**src/hdl/eaad_pkg.sv**
```systemverilog
// eaad_pkg: shared constants, stage payload types and the golden-number table
// for the easter and advent date pipeline
// depends on nothing
package eaad_pkg;

    localparam int YEAR_W   = 11;
    localparam int FULL_W   = 12;
    localparam int CENT_W   = 6;
    localparam int Q19_W    = 8;
    localparam int DAY_W    = 19;
    localparam int LEAP_W   = 10;
    localparam int SUM_W    = 13;
    localparam int GOLD_W   = 5;
    localparam int EPACT_W  = 5;
    localparam int Q7_W     = 10;
    localparam int MONTH_W  = 3;
    localparam int MDAY_W   = 5;

    localparam logic [FULL_W-1:0] YEAR_BASE = 12'd1900;

    // reciprocal constants for the constant divisions
    localparam logic [12:0] CENT_RECIP  = 13'd5243;
    localparam int          CENT_SHIFT  = 19;
    localparam logic [11:0] GOLD_RECIP  = 12'd3450;
    localparam int          GOLD_SHIFT  = 16;
    localparam logic [13:0] WEEK_RECIP  = 14'd9363;
    localparam int          WEEK_SHIFT  = 16;
    localparam logic [5:0]  THIRD_RECIP = 6'd43;
    localparam int          THIRD_SHIFT = 7;
    localparam logic [5:0]  SEVENTH_RECIP = 6'd37;
    localparam int          SEVENTH_SHIFT = 8;

    // 2^19 - 719468 mod 2^19, moves the day count to the 1970 epoch
    localparam logic [DAY_W-1:0] EPOCH_ADJ  = 19'd329108;
    localparam logic [DAY_W-1:0] ADVENT_OFS = 19'd278;
    localparam logic [6:0]       MARCH_DOY  = 7'd27;

    localparam logic [MONTH_W-1:0] MONTH_MARCH = 3'd3;
    localparam logic [MONTH_W-1:0] MONTH_APRIL = 3'd4;

    typedef struct packed {
        logic [FULL_W-1:0] year;
        logic [CENT_W-1:0] century;
        logic [Q19_W-1:0]  gold_quot;
        logic [DAY_W-1:0]  year_days;
    } prep_t;

    typedef struct packed {
        logic [EPACT_W-1:0] epact;
        logic [SUM_W-1:0]   week_sum;
        logic [Q7_W-1:0]    week_quot;
        logic [DAY_W-1:0]   base_day;
    } cyc_t;

    typedef struct packed {
        logic [MONTH_W-1:0] easter_month;
        logic [MDAY_W-1:0]  easter_day;
        logic [DAY_W-1:0]   easter_day_number;
        logic [DAY_W-1:0]   advent_day_number;
    } date_t;

    // (19 * g + 15) mod 30
    function automatic logic [EPACT_W-1:0] gold_term(input logic [GOLD_W-1:0] g);
        logic [EPACT_W-1:0] r;
        case (g)
            5'd0:    r = 5'd15;
            5'd1:    r = 5'd4;
            5'd2:    r = 5'd23;
            5'd3:    r = 5'd12;
            5'd4:    r = 5'd1;
            5'd5:    r = 5'd20;
            5'd6:    r = 5'd9;
            5'd7:    r = 5'd28;
            5'd8:    r = 5'd17;
            5'd9:    r = 5'd6;
            5'd10:   r = 5'd25;
            5'd11:   r = 5'd14;
            5'd12:   r = 5'd3;
            5'd13:   r = 5'd22;
            5'd14:   r = 5'd11;
            5'd15:   r = 5'd0;
            5'd16:   r = 5'd19;
            5'd17:   r = 5'd8;
            5'd18:   r = 5'd27;
            default: r = 5'd0;
        endcase
        return r;
    endfunction

endpackage

```
**src/hdl/easter_and_advent_dates.sv**
```systemverilog
// easter_and_advent_dates: gregorian easter and advent sunday for one year a request
// throughput one year per cycle while the output is not stalled, set by the five register
// stages each taking one year per clock; a stage that holds a bubble takes a new year
// even while stalled
// rst_n clears every stage valid bit at once, payload registers are not reset
// depends on eaad_pkg, eaad_prep, eaad_cycle, eaad_date
module easter_and_advent_dates
(
    input  logic         clk,
    input  logic         rst_n,
    input  logic         s_axis_tvalid,
    output logic         s_axis_tready,
    input  logic [15:0]  s_axis_tdata,   // years_after_1900
    output logic         m_axis_tvalid,
    input  logic         m_axis_tready,
    output logic [47:0]  m_axis_tdata    // easter_month, easter_day, easter_day_number,
                                         // advent_day_number
);

    eaad_pkg::prep_t   prep_data;
    eaad_pkg::cyc_t    cyc_data;
    eaad_pkg::date_t   date_data;
    logic              prep_valid;
    logic              prep_ready;
    logic              cyc_valid;
    logic              cyc_ready;

    eaad_prep u_prep
    (
        .clk       (clk),
        .rst_n     (rst_n),
        .in_valid  (s_axis_tvalid),
        .in_ready  (s_axis_tready),
        .in_year   (s_axis_tdata[eaad_pkg::YEAR_W-1:0]),
        .out_valid (prep_valid),
        .out_ready (prep_ready),
        .out_data  (prep_data)
    );

    eaad_cycle u_cycle
    (
        .clk       (clk),
        .rst_n     (rst_n),
        .in_valid  (prep_valid),
        .in_ready  (prep_ready),
        .in_data   (prep_data),
        .out_valid (cyc_valid),
        .out_ready (cyc_ready),
        .out_data  (cyc_data)
    );

    eaad_date u_date
    (
        .clk       (clk),
        .rst_n     (rst_n),
        .in_valid  (cyc_valid),
        .in_ready  (cyc_ready),
        .in_data   (cyc_data),
        .out_valid (m_axis_tvalid),
        .out_ready (m_axis_tready),
        .out_data  (date_data)
    );

    assign m_axis_tdata = {2'b00,
                           date_data.advent_day_number,
                           date_data.easter_day_number,
                           date_data.easter_day,
                           date_data.easter_month};

endmodule

```
**src/hdl/eaad_prep.sv**
```systemverilog
// eaad_prep: first two pipeline stages, full year, century, golden-number
// quotient and 365 * year by constant multiplication
// depends on eaad_pkg
module eaad_prep
(
    input  logic                           clk,
    input  logic                           rst_n,
    input  logic                           in_valid,
    output logic                           in_ready,
    input  logic [eaad_pkg::YEAR_W-1:0]    in_year,
    output logic                           out_valid,
    input  logic                           out_ready,
    output eaad_pkg::prep_t                out_data
);

    logic                          v1_reg;
    logic                          v2_reg;
    logic [eaad_pkg::FULL_W-1:0]   year1_reg;
    logic [eaad_pkg::FULL_W-1:0]   year1_next;
    eaad_pkg::prep_t               p2_reg;
    eaad_pkg::prep_t               p2_next;
    logic                          en1;
    logic                          en2;
    logic [24:0]                   cent_prod;
    logic [23:0]                   gold_prod;
    logic [20:0]                   days_prod;

    assign en2      = !v2_reg || out_ready;
    assign en1      = !v1_reg || en2;
    assign in_ready = en1;

    assign year1_next = {1'b0, in_year} + eaad_pkg::YEAR_BASE;

    always_comb
    begin
        cent_prod = 25'(year1_reg) * 25'(eaad_pkg::CENT_RECIP);
        gold_prod = 24'(year1_reg) * 24'(eaad_pkg::GOLD_RECIP);
        days_prod = 21'(year1_reg) * 21'd365;
        p2_next.year      = year1_reg;
        p2_next.century   = eaad_pkg::CENT_W'(cent_prod >> eaad_pkg::CENT_SHIFT);
        p2_next.gold_quot = eaad_pkg::Q19_W'(gold_prod >> eaad_pkg::GOLD_SHIFT);
        p2_next.year_days = days_prod[eaad_pkg::DAY_W-1:0];
    end

    always_ff @(posedge clk or negedge rst_n)
    begin
        if (!rst_n)
        begin
            v1_reg <= 1'b0;
            v2_reg <= 1'b0;
        end
        else
        begin
            if (en1)
                v1_reg <= in_valid;
            if (en2)
                v2_reg <= v1_reg;
        end
    end

    always_ff @(posedge clk)
    begin
        if (en1 && in_valid)
            year1_reg <= year1_next;
        if (en2 && v1_reg)
            p2_reg <= p2_next;
    end

    assign out_valid = v2_reg;
    assign out_data  = p2_reg;

endmodule

```
**src/hdl/eaad_cycle.sv**
```systemverilog
// eaad_cycle: stages three and four, golden number, leap-day sum, epoch base
// day, corrected epact and the week quotient
// depends on eaad_pkg
module eaad_cycle
(
    input  logic             clk,
    input  logic             rst_n,
    input  logic             in_valid,
    output logic             in_ready,
    input  eaad_pkg::prep_t  in_data,
    output logic             out_valid,
    input  logic             out_ready,
    output eaad_pkg::cyc_t   out_data
);

    logic                           v3_reg;
    logic                           v4_reg;
    logic [eaad_pkg::GOLD_W-1:0]    gold3_reg;
    logic [eaad_pkg::GOLD_W-1:0]    gold3_next;
    logic [eaad_pkg::EPACT_W-1:0]   cterm3_reg;
    logic [eaad_pkg::EPACT_W-1:0]   cterm3_next;
    logic [eaad_pkg::SUM_W-1:0]     wsum3_reg;
    logic [eaad_pkg::SUM_W-1:0]     wsum3_next;
    logic [eaad_pkg::DAY_W-1:0]     base3_reg;
    logic [eaad_pkg::DAY_W-1:0]     base3_next;
    eaad_pkg::cyc_t                 p4_reg;
    eaad_pkg::cyc_t                 p4_next;
    logic                           en3;
    logic                           en4;
    logic [eaad_pkg::LEAP_W-1:0]    leap;
    logic [11:0]                    third_prod;
    logic [eaad_pkg::CENT_W-1:0]    cent_third;
    logic [eaad_pkg::FULL_W-1:0]    gold_mul;
    logic [eaad_pkg::CENT_W:0]      epact_sum;
    logic [eaad_pkg::EPACT_W-1:0]   epact_raw;
    logic [26:0]                    week_prod;

    assign en4      = !v4_reg || out_ready;
    assign en3      = !v3_reg || en4;
    assign in_ready = en3;

    // stage three
    always_comb
    begin
        gold_mul   = eaad_pkg::FULL_W'(in_data.gold_quot) * 12'd19;
        gold3_next = eaad_pkg::GOLD_W'(in_data.year - gold_mul);
        // y/4 - c + c/4
        leap = eaad_pkg::LEAP_W'(in_data.year >> 2) - eaad_pkg::LEAP_W'(in_data.century)
             + eaad_pkg::LEAP_W'(in_data.century >> 2);
        wsum3_next = eaad_pkg::SUM_W'(in_data.year) + eaad_pkg::SUM_W'(leap) + 13'd2;
        base3_next = in_data.year_days + eaad_pkg::DAY_W'(leap) + eaad_pkg::EPOCH_ADJ;
        third_prod = 12'(in_data.century) * 12'(eaad_pkg::THIRD_RECIP);
        cent_third = eaad_pkg::CENT_W'(third_prod >> eaad_pkg::THIRD_SHIFT);
        cterm3_next = eaad_pkg::EPACT_W'(in_data.century - (in_data.century >> 2)
                                         - cent_third);
    end

    // stage four
    always_comb
    begin
        epact_sum = 7'(cterm3_reg) + 7'(eaad_pkg::gold_term(gold3_reg));
        if (epact_sum >= 7'd30)
            epact_raw = eaad_pkg::EPACT_W'(epact_sum - 7'd30);
        else
            epact_raw = eaad_pkg::EPACT_W'(epact_sum);
        if (epact_raw == 5'd29)
            p4_next.epact = 5'd28;
        else if (epact_raw == 5'd28 && gold3_reg > 5'd10)
            p4_next.epact = 5'd27;
        else
            p4_next.epact = epact_raw;
        week_prod         = 27'(wsum3_reg) * 27'(eaad_pkg::WEEK_RECIP);
        p4_next.week_quot = eaad_pkg::Q7_W'(week_prod >> eaad_pkg::WEEK_SHIFT);
        p4_next.week_sum  = wsum3_reg;
        p4_next.base_day  = base3_reg;
    end

    always_ff @(posedge clk or negedge rst_n)
    begin
        if (!rst_n)
        begin
            v3_reg <= 1'b0;
            v4_reg <= 1'b0;
        end
        else
        begin
            if (en3)
                v3_reg <= in_valid;
            if (en4)
                v4_reg <= v3_reg;
        end
    end

    always_ff @(posedge clk)
    begin
        if (en3 && in_valid)
        begin
            gold3_reg  <= gold3_next;
            cterm3_reg <= cterm3_next;
            wsum3_reg  <= wsum3_next;
            base3_reg  <= base3_next;
        end
        if (en4 && v3_reg)
            p4_reg <= p4_next;
    end

    assign out_valid = v4_reg;
    assign out_data  = p4_reg;

endmodule

```
**src/hdl/eaad_date.sv**
```systemverilog
// eaad_date: last stage, weekday remainders, easter month, day and day number,
// advent day number, held in the output register
// depends on eaad_pkg
module eaad_date
(
    input  logic             clk,
    input  logic             rst_n,
    input  logic             in_valid,
    output logic             in_ready,
    input  eaad_pkg::cyc_t   in_data,
    output logic             out_valid,
    input  logic             out_ready,
    output eaad_pkg::date_t  out_data
);

    logic                           v5_reg;
    eaad_pkg::date_t                p5_reg;
    eaad_pkg::date_t                p5_next;
    logic                           en5;
    logic [eaad_pkg::SUM_W-1:0]     week_mul;
    logic [2:0]                     year_rem;
    logic [10:0]                    sev_prod;
    logic [eaad_pkg::EPACT_W-1:0]   sev_quot;
    logic [2:0]                     epact_rem;
    logic [3:0]                     j_sum;
    logic [2:0]                     j_val;
    logic signed [6:0]              l_val;
    logic [6:0]                     doy;
    logic [2:0]                     back_days;
    logic                           in_april;

    assign en5      = !v5_reg || out_ready;
    assign in_ready = en5;

    always_comb
    begin
        week_mul  = eaad_pkg::SUM_W'(in_data.week_quot) * 13'd7;
        year_rem  = 3'(in_data.week_sum - week_mul);
        sev_prod  = 11'(in_data.epact) * 11'(eaad_pkg::SEVENTH_RECIP);
        sev_quot  = eaad_pkg::EPACT_W'(sev_prod >> eaad_pkg::SEVENTH_SHIFT);
        epact_rem = 3'(in_data.epact - sev_quot * 5'd7);
        j_sum     = 4'(year_rem) + 4'(epact_rem);
        if (j_sum >= 4'd7)
            j_val = 3'(j_sum - 4'd7);
        else
            j_val = 3'(j_sum);
        l_val    = $signed({2'b00, in_data.epact}) - $signed({4'b0000, j_val});
        in_april = (l_val >= 7'sd4);
        doy      = $unsigned(l_val) + eaad_pkg::MARCH_DOY;
        // christmas weekday is year_rem - 1 mod 7, sunday steps back a full week
        case (year_rem)
            3'd0:    back_days = 3'd6;
            3'd1:    back_days = 3'd7;
            default: back_days = 3'(year_rem - 3'd1);
        endcase
        if (in_april)
        begin
            p5_next.easter_month = eaad_pkg::MONTH_APRIL;
            p5_next.easter_day   = eaad_pkg::MDAY_W'(l_val - 7'sd3);
        end
        else
        begin
            p5_next.easter_month = eaad_pkg::MONTH_MARCH;
            p5_next.easter_day   = eaad_pkg::MDAY_W'(l_val + 7'sd28);
        end
        p5_next.easter_day_number = in_data.base_day + eaad_pkg::DAY_W'(doy);
        p5_next.advent_day_number = in_data.base_day + eaad_pkg::ADVENT_OFS
                                  - eaad_pkg::DAY_W'(back_days);
    end

    always_ff @(posedge clk or negedge rst_n)
    begin
        if (!rst_n)
            v5_reg <= 1'b0;
        else if (en5)
            v5_reg <= in_valid;
    end

    always_ff @(posedge clk)
    begin
        if (en5 && in_valid)
            p5_reg <= p5_next;
    end

    assign out_valid = v5_reg;
    assign out_data  = p5_reg;

endmodule
```
**config.mk**
```make
export PLATFORM = sky130hd
export DESIGN_NAME = easter_and_advent_dates
export DESIGN_NICKNAME = d
export VERILOG_FILES = /design/src/hdl/eaad_pkg.sv /design/src/hdl/easter_and_advent_dates.sv /design/src/hdl/eaad_prep.sv /design/src/hdl/eaad_cycle.sv /design/src/hdl/eaad_date.sv
export SDC_FILE = /design/constraint.sdc
export NUM_CORES = 1
export LEC_CHECK = 0
export BUFFER_PORTS_ARGS = -buffer_cell sky130_fd_sc_hd__buf_2
export CORE_ASPECT_RATIO = 0.7
export CORE_MARGIN = 2
export CORE_UTILIZATION = 30
export CTS_CLUSTER_SIZE = 24
export DETAILED_ROUTE_END_ITERATION = 10
export GPL_TIMING_DRIVEN = 0
export PLACE_DENSITY = 0.56
export SYNTH_ARGS = -nofsm -noshare
export SYNTH_HDL_FRONTEND = slang
export SYNTH_SLANG_ARGS = --single-unit
```
**constraint.sdc**
```tcl
create_clock -name clk -period 7.5 [get_ports clk]
set_clock_uncertainty 0.1 [all_clocks]
set_input_delay 0.75 -clock clk [delete_from_list [all_inputs] [get_ports clk]]
set_output_delay 0.75 -clock clk [all_outputs]
set_load 0.02 [all_outputs]
```
==> metrics.md, run 1 <==
| Metric | Value |
|---|---|
| Most frequent cell after synthesis | inv_1 |
| Largest cells by area after synthesis | edfxtp_1 26%, ha_1 25%, fa_1 18%, inv_1 7.9%, xnor2_1 4.8% |
| Antenna violations before repair | 0 |
| Post-synthesis sequential area ratio | 26.7% |
| Worst slack, placed | -0.627 ns |
| Post-synthesis async set-or-reset flop share | 2.82% |
| Worst setup margin | 0.317 ns |
| Cell taking the most area after synthesis | edfxtp_1 |
| PortBufs | 62 |
| Mux share of post-synthesis cell area | 0.606% |
| Vias in the first global route | 12.9k |
| Filler cells | 6,474 |
| Via count | 12.6k |
| Critical path startpoint | u_cycle.out_data[44] |
| DIE HEIGHT | 218 um |
| TritonCTS buffer count | 17 |
| Final GP Congestion | 0.850 |
| First-pass GRT wire length | 66.0 mm |
| Post-DRT Antenna Nets | 0 |
| Normalized max-slew margin | 37.1% |
| Clk_lat worst skew | 0.46 ns |
| Post-synthesis simple-gate area fraction | 6.03% |
| Reg2reg start | u_cycle.out_data[44] |
| WL/cell | 14.1 um |
| Core Box Area | 0.0647 mm^2 |
| Fraction of layout cells with a size suffix above 1 | 7.90% |
| Post-synth top cells | 412 x inv_1, 391 x ha_1, 180 x fa_1, 167 x edfxtp_1, 108 x xnor2_1 |
| Max reg flops | 45 |
| Die area | 0.0674 mm^2 |
| Cell Area, Synth | 0.0196 mm^2 |
| Compound-cell area share of the yosys netlist | 8.61% |
| Nets | 2,489 |
| Slowest cell on crit path | fa_1 |
| Max Root-Sink Buffers | 2 |
| Synth Area in XOR/XNOR | 6.48% |
| Largest net degree at the start of global routing | 45 |
| DRC violations left | 0 |
| Slew Viols, Final | 0 |
| Number of synthesized flops with an enable pin | 167 |
| CP required | 7.61 ns |
| Row count | 78 |
| Vias per cell | 4.50 |
| Reg-to-reg setup timing slack | 0.32 ns |
| Crit path DAT | 7.29 ns |
| CP Max Fanout | 5 |
| Distinct cells, synth | 76 |
| Top_reg_cell synth | edfxtp_1 |
| Final Hold Vio Count | 0 |
| Max Cap Viol | 0 |
| Max Clk Rate | 0.139 GHz |
| Crit path time final | 7.18 ns |
| Critical Path Most Common Cell | ha_1 |
| Status | finished clean |
| TritonCTS clock tree | done |
| Crit share post-route | 95.8% |
| CP max stage delay | 0.55 ns |
| Antenna cells | 0 |
| First drt pass iteration count | 5 |
| Register-to-Register Path Depth | 29 |
| Combinational family with the most area after synthesis | adder cells |
| Adder-cell share of the synthesized area | 43.3% |
| #FFs+latches synth | 177 |
| Post-synth top area share | 25.6% |
| HP Class | flop to flop |
| Root buf cell | clkbuf_16 |
| Clock tree sinks | 177 |
| Initial core utilization | 30.3% |
| Cells after Synth | 1,802 |
| Startpoint types | flop |
| Crit path capture type | flop |
| Mean Syn Cell Area | 10.9 um^2 |
| Area delta synth->final | 11.3% |
| CP endpoint | u_date.out_data[37] |
| R2R Path End | u_date.out_data[37] |
| Initial drt markers | 597 |
| Worst-margin pin slew | 0.943 ns |
| GRT overflow | 0 |
| GRT Total Usage | 12.2% |
| WL final | 39.4 mm |
| Clk slew on worst S/H paths | 0.08 ns |
| Final setup fails | 0 |
| Path type of the worst setup path | flop to flop |
| IO Count | 70 |
| YS warnings | 0 |
| Htree depth | 4 |
| DP HPWL | 33.0 mm |
| Die width | 310 um |
[cell usage in the layout, fill, tap and decap left out, types with 8 or more instances in the layout]
master | synthesis | layout
buf_2 | 1 | 63
o21ai_0 | 41 | 39
o21a_1 | 14 | 14
nand2_1 | 47 | 47
buf_4 | 3 | 14
nor3_1 | 16 | 16
nand2b_1 | 15 | 15
ha_1 | 391 | 389
a211o_1 | 8 | 8
nand4_1 | 13 | 13
nor2_1 | 51 | 51
clkbuf_16 | 0 | 17
nor2b_1 | 12 | 12
fa_1 | 180 | 179
o21bai_1 | 11 | 11
xnor2_1 | 108 | 106
nand3_1 | 18 | 18
xor2_1 | 37 | 35
edfxtp_1 | 167 | 167
inv_1 | 412 | 411
a211oi_1 | 10 | 10
a21oi_1 | 65 | 59
a21o_1 | 28 | 28
[through the flow]
stage               hold slack (ns)  TNS (ns)  utilization (%)  std cells  cell area (um^2)
floorplan                     0.300         0                -       1804             19600
global placement              0.304     -4.70             32.5       2746             21000
detailed placement            0.305     -6.41             32.5       2747             21000
CTS                           0.308         0             33.5       2783             21700
global route                  0.324    -0.102             33.7       2791             21800
finish                        0.310         0             33.7       2791             21800
[metal layers]
layer / up-vias / track usage (%) / part of all wire [%]
li1: 6237 / - / -
met1: 6112 / 18.3 / 52
met2: 181 / 18.8 / 44
met3: 21 / 2.09 / 3.3
met4: 0 / 1.91 / 0.73
met5: - / 0 / 0
[critical path, delay by kind of cell (launching register included)]
family | cells | cell delay [ns]
buf+inv | 2 | 0.14
flops | 1 | 0.42
fa+ha+maj | 11 | 3.76
xor+xnor | 3 | 0.43
compound gates | 8 | 1.60
simple gates | 5 | 0.49
[worst min-delay path by stage]
stage | startpoint | end | slack (ns) | cells after the start
floorplan | u_cycle.base3_reg[10] | u_cycle.out_data[10] | 0.30 | 0
global route | u_cycle.base3_reg[9] | u_cycle.out_data[9] | 0.32 | 0
detailed placement | u_cycle.base3_reg[10] | u_cycle.out_data[10] | 0.30 | 0
global placement | u_cycle.base3_reg[14] | u_cycle.out_data[14] | 0.30 | 0
finish | u_cycle.base3_reg[10] | u_cycle.out_data[10] | 0.31 | 0
CTS | u_cycle.base3_reg[10] | u_cycle.out_data[10] | 0.31 | 0
[kinds of logic after synthesis]
logic type               count (synthesis)
adder cells (fa/ha/maj)                571
XOR/XNOR                               145
AND/OR/NAND/NOR                        227
buffers and inverters                  423
other                                    1
multiplexers                            11
flip-flops                             177
AO/OA/AOI/OAI                          247
[what timing repair did]
| action | CTS | global route |
|---|---|---|
| hold buffers | 1 | 0 |
| endpoints found under the hold margin | 5 | 0 |
| gates resized for setup | 5 | 14 |
| buffers inserted | 3 | 8 |
| setup endpoints to repair | 13 | 13 |
| pin swaps | 1 | 10 |
[cell type report]
type	count	area, um^2	share of cell area [%]
Timing Repair Buffer	75	423	1.94
Inverter	412	1550	7.09
Multi-Input combinational cell	1204	12800	58.9
Tap cell	880	1100	5.05
Clock inverter	13	145	0.665
Clock buffer	19	453	2.08
Sequential cell	177	5240	24.0
Buffer	11	61.3	0.281
Power of run 1 is left out: the tool's default activity adds up to more than one toggle a clock period on the data nets, which glitch-free logic cannot reach.
==> inputs of run 2 (changes only) <==
--- a/config.mk
+++ b/config.mk
@@ -6,12 +6,12 @@
 export NUM_CORES = 1
 export LEC_CHECK = 0
 export BUFFER_PORTS_ARGS = -buffer_cell sky130_fd_sc_hd__buf_2
-export CORE_ASPECT_RATIO = 0.7
+export CORE_ASPECT_RATIO = 2
 export CORE_MARGIN = 2
 export CORE_UTILIZATION = 30
 export CTS_CLUSTER_SIZE = 24
 export DETAILED_ROUTE_END_ITERATION = 10
-export GPL_TIMING_DRIVEN = 0
+export GPL_TIMING_DRIVEN = 1
 export PLACE_DENSITY = 0.56
 export SYNTH_ARGS = -nofsm -noshare
 export SYNTH_HDL_FRONTEND = slang
==> metrics.md, run 2 (same netlist as run 1, synthesis figures left out) <==
| Metric | Value |
|---|---|
| Register-to-Register Path Depth | 30 (+3.4%) |
| Reg2reg start | u_cycle.out_data[44] |
| Largest net degree at the start of global routing | 46 (+2.2%) |
| Max reg flops | 45 (unchanged) |
| Fraction of layout cells with a size suffix above 1 | 7.62% (-0.29 points) |
| DIE HEIGHT | 366 um (+68%) |
| Critical Path Most Common Cell | ha_1 |
| Final GP Congestion | 0.882 (+3.7%) |
| Die area | 0.0675 mm^2 (+0.13%) |
| Slew Viols, Final | 0 (unchanged) |
| Row count | 132 (+69%) |
| Final setup fails | 0 (unchanged) |
| CP max stage delay | 0.55 ns (about the same) |
| Slowest cell on crit path | fa_1 |
| Die width | 185 um (-40%) |
| Post-DRT Antenna Nets | 0 (unchanged) |
| Crit path capture type | flop |
| Worst-margin pin slew | 1.03 ns (+0.0827 ns) |
| Initial drt markers | 445 (-25%) |
| Min-Delay Endpoint | u_cycle.out_data[12] |
| Antenna violations before repair | 0 (unchanged) |
| Max Cap Viol | 0 (unchanged) |
| Crit share post-route | 95.2% (-0.60 points) |
| WL final | 41.2 mm (+4.5%) |
| Commonest cells after routing, fill and taps aside | 411 x inv_1, 389 x ha_1, 178 x fa_1, 167 x edfxtp_1, 107 x xnor2_1 |
| Crit path DAT | 7.24 ns (-0.05 ns) |
| DP HPWL | 35.5 mm (+7.6%) |
| Commonest non-fill, non-tap cell in the layout | inv_1 |
| WL/cell | 14.8 um (+5.1%) |
| First drt pass iteration count | 5 (unchanged) |
| Area delta synth->final | 11.0% |
| Vias per cell | 4.57 (+1.5%) |
| PortBufs | 62 (unchanged) |
| Initial core utilization | 30.3% (about the same) |
| GRT Total Usage | 12.9% (+0.62 points) |
| CP required | 7.61 ns (about the same) |
| Reg-to-reg setup timing slack | 0.36 ns (+0.04 ns) |
| GRT overflow | 0 (unchanged) |
| Crit path time final | 7.14 ns (-0.0450 ns) |
| IO Count | 70 (unchanged) |
| Antenna cells | 0 (unchanged) |
| Core Util, Final | 33.6% (-0.089 points) |
| Area after DPL | 0.0211 mm^2 (about the same) |
| Core Box Area | 0.0647 mm^2 (about the same) |
| TritonCTS clock tree | done |
| CP Max Fanout | 5 (unchanged) |
| HP Class | flop to flop |
| Path type of the worst setup path | flop to flop |
| R2R Path End | u_date.out_data[37] |
| Vias in the first global route | 14.0k (+8.4%) |
| Final Hold Vio Count | 0 (unchanged) |
| Clock tree sinks | 177 (unchanged) |
| DRC violations left | 0 (unchanged) |
| Clk_lat worst skew | 0.45 ns (about the same) |
| Max Root-Sink Buffers | 2 (unchanged) |
| Hold_sp | u_cycle.base3_reg[12] |
| Htree depth | 4 (unchanged) |
| First-pass GRT wire length | 68.1 mm (+3.1%) |
| Final instance area | 0.0218 mm^2 (-0.21%) |
| Max Clk Rate | 0.140 GHz (+0.63%) |
| WHS Path Cells | 0 (unchanged) |
| TritonCTS buffer count | 17 (unchanged) |
| Via count | 12.7k (+0.93%) |
| Normalized max-slew margin | 31.6% (-5.5 points) |
| Root buf cell | clkbuf_16 |
| Clk slew on worst S/H paths | 0.09 ns (about the same) |
| Nets | 2,482 (-0.28%) |
| Status | finished clean |
| Startpoint types | flop |
[run 2: worst max path at each step]
stage,endpoint,from
2_1_floorplan,u_date.out_data[37],u_cycle.out_data[44]
3_3_place_gp,u_date.out_data[37],u_cycle.out_data[44]
3_5_place_dp,u_date.out_data[37],u_cycle.out_data[44]
4_1_cts,u_date.out_data[37],u_cycle.out_data[44]
5_1_grt,u_date.out_data[37],u_cycle.out_data[44]
6_report,u_date.out_data[37],u_cycle.out_data[44]
[run 2: metrics by stage]
stage	setup TNS, ns	cells	hold slack, ns	worst slack [ns]
2_1_floorplan	0	1804	0.300	0.269
3_3_place_gp	0	2741	0.306	0.176
3_5_place_dp	-0.00365	2741	0.305	-0.00365
4_1_cts	0	2774	0.318	0.0516
5_1_grt	-0.0125	2775	0.322	-0.00736
6_report	0	2775	0.315	0.362
[run 2: repair_timing]
action | 4_1_cts | 5_1_grt
resized for setup | 1 | 15
endpoints found under the hold margin | 5 | 0
hold buffers | 1 | 0
setup endpoints to repair | 1 | 12
setup buffers | 0 | 1
pin swaps | 0 | 5
[run 2: layout make-up]
cell class              instances  area, um^2
fillers                      6581       43000
multi-input cells            1204       12800
flip-flops and latches        177        5240
inverters                     412        1550
well taps                     871        1090
repair buffers                 79         440
clock buffers                  17         425
clock inverters                15         211
[run 2: layer usage]
layer / global-route usage (%) / share of wire (%)
met4: 7.28 / 5.8
met1: 11.5 / 34
met5: 0 / 0
met3: 1.55 / 2.1
met2: 26.8 / 58
[run 2: worst max-delay path: cells and delay by family (launching register included)]
family | cells | cell delay (ns)
and+or+nand+nor | 5 | 0.51
xor gates and xnor gates | 3 | 0.39
AOI/OAI and AO/OA | 8 | 1.52
buffers and inverters | 3 | 0.25
DFF | 1 | 0.39
adders and majority gates | 11 | 3.73
Power of run 2 is left out for the same reason.
==> inputs of run 3 (changes only) <==
--- a/config.mk
+++ b/config.mk
@@ -8,11 +8,11 @@
 export BUFFER_PORTS_ARGS = -buffer_cell sky130_fd_sc_hd__buf_2
 export CORE_ASPECT_RATIO = 2
 export CORE_MARGIN = 2
-export CORE_UTILIZATION = 30
+export CORE_UTILIZATION = 56
 export CTS_CLUSTER_SIZE = 24
 export DETAILED_ROUTE_END_ITERATION = 10
 export GPL_TIMING_DRIVEN = 1
-export PLACE_DENSITY = 0.56
+export PLACE_DENSITY = 0.86
 export SYNTH_ARGS = -nofsm -noshare
 export SYNTH_HDL_FRONTEND = slang
 export SYNTH_SLANG_ARGS = --single-unit
==> metrics.md, run 3 (same netlist as run 1, synthesis figures left out) <==
| Metric | Value |
|---|---|
| Crit path capture type | flop |
| Antenna violations before repair | 0 (unchanged) |
| Slowest cell on crit path | fa_1 |
| Finished Layout Cells | 2,346 (-15%) |
| DP HPWL | 32.4 mm (-9.0%) |
| Root buf cell | clkbuf_16 |
| CP required | 7.60 ns (about the same) |
| Clk_lat worst skew | 0.45 ns (about the same) |
| Die width | 136 um (-26%) |
| Vias in the first global route | 14.3k (+2.7%) |
| PortBufs | 62 (unchanged) |
| Core Box Area | 0.0347 mm^2 (-46%) |
| Slew Viols, Final | 0 (unchanged) |
| Worst slack, placed | 0.0361 ns (+0.0397 ns) |
| Post-CTS Hold Fix Bufs | 0 (-1) |
| Hold Slack | 0.0112 ns (-0.304 ns) |
| First drt pass iteration count | 5 (unchanged) |
| Max Cap Viol | 0 (unchanged) |
| Initial core utilization | 56.5% (+26 points) |
| Clk slew on worst S/H paths | 0.07 ns (-0.02 ns) |
| Worst setup margin | 0.371 ns (+0.00930 ns) |
| First-pass GRT wire length | 66.7 mm (-2.0%) |
| Fraction of layout cells with a size suffix above 1 | 7.36% (-0.25 points) |
| TritonCTS clock tree | done |
| Nets | 2,479 (-0.12%) |
| Crit share post-route | 95.1% (-0.12 points) |
| Max reg flops | 45 (unchanged) |
| Clock tree sinks | 177 (unchanged) |
| DIE HEIGHT | 269 um (-27%) |
| Commonest cells after routing, fill and taps aside | 412 x inv_1, 390 x ha_1, 179 x fa_1, 167 x edfxtp_1, 106 x xnor2_1 |
| CP Max Fanout | 5 (unchanged) |
| GRT overflow | 0 (unchanged) |
| Post-DRT Antenna Nets | 0 (unchanged) |
| Final GP Congestion | 0.991 (+12%) |
| Final setup fails | 0 (unchanged) |
| IO Count | 70 (unchanged) |
| Commonest non-fill, non-tap cell in the layout | inv_1 |
| CP max stage delay | 0.53 ns (-0.02 ns) |
| Filler cells | 2,551 (-61%) |
| Cells after DPL | 2,307 (-16%) |
| Area of the multi-input gates | 0.0128 mm^2 (about the same) |
| Row count | 97 (-27%) |
| Worst-margin pin slew | 0.983 ns (-0.0429 ns) |
| Status | finished clean |
| TritonCTS buffer count | 17 (unchanged) |
| Antenna cells | 0 (unchanged) |
| Vias per cell | 5.61 (+23%) |
| DRC violations left | 0 (unchanged) |
| Startpoint types | flop |
| Max Root-Sink Buffers | 2 (unchanged) |
| HP Class | primary input to asynchronous set/reset pin |
| GRT Total Usage | 23.2% (+10 points) |
| Initial drt markers | 686 (+54%) |
| Register area | 0.00524 mm^2 (unchanged) |
| Crit path time final | 7.13 ns (-0.00930 ns) |
| Normalized max-slew margin | 34.5% (+2.9 points) |
| WL/cell | 17.1 um (+15%) |
| Crit path DAT | 7.23 ns (about the same) |
| Via count | 13.2k (+4.0%) |
| Path type of the worst setup path | flop to flop |
| Die area | 0.0366 mm^2 (-46%) |
| Largest net degree at the start of global routing | 46 (unchanged) |
| Critical Path Most Common Cell | ha_1 |
| WL final | 40.0 mm (-2.8%) |
| Area delta synth->final | 8.11% |
| Htree depth | 4 (unchanged) |
| Final Hold Vio Count | 0 (unchanged) |
| Max Clk Rate | 0.140 GHz (+0.13%) |
[run 3: per-layer routing]
| layer | global-route usage, % | wire length, um | up-vias |
|---|---|---|---|
| met2 | 43.7 | 21600 | 430 |
| met1 | 24.2 | 14200 | 6382 |
| met5 | 0 | 0 | - |
| met3 | 3.03 | 1770 | 149 |
| met4 | 13.3 | 2520 | 0 |
| li1 | - | - | 6209 |
[run 3: area by class of cell]
cell class	count	share of cell area (%)
clock inverters	14	0.927
flip-flops and latches	177	24.7
repair buffers	76	1.96
inverters	412	7.30
clock buffers	18	2.02
multi-input cells	1204	60.4
well taps	445	2.63
[run 3: critical path, delay by kind of cell (launching register included)]
kind | cells | cell delay, ns
AOI/OAI and AO/OA | 8 | 1.61
xor gates and xnor gates | 3 | 0.42
adders and majority gates | 11 | 3.73
buffers and inverters | 2 | 0.14
DFF | 1 | 0.42
and+or+nand+nor | 5 | 0.49
[run 3: what timing repair did]
| item | in CTS | in global routing |
|---|---|---|
| gates resized for setup | 0 | 13 |
| buffers inserted | 0 | 7 |
| endpoints found under the setup margin | 0 | 13 |
[run 3: final timing paths]
path	startpoint	slack [ns]	to	cells past startpoint
max	u_cycle.out_data[44]	0.37	u_date.out_data[37]	29
max reg2reg	u_cycle.out_data[44]	0.37	u_date.out_data[37]	29
min	rst_n	0.01	u_prep.v1_reg	1
min in group clk	u_cycle.base3_reg[6]	0.32	u_cycle.out_data[6]	0
min reg2reg	u_cycle.base3_reg[6]	0.32	u_cycle.out_data[6]	0
max in group asynchronous	rst_n	7.16	u_date.out_valid	1
[run 3: stage by stage]
| step | TNS (ns) | utilization [%] | instance area (um^2) |
|---|---|---|---|
| 4_1_cts | 0 | 60.8 | 21100 |
| 3_3_place_gp | 0 | 59.0 | 20500 |
| 3_5_place_dp | 0 | 59.0 | 20500 |
| 2_1_floorplan | 0 | - | 19600 |
| 5_1_grt | -0.535 | 61.1 | 21200 |
| 6_report | 0 | 61.1 | 21200 |
Power of run 3 is left out for the same reason.
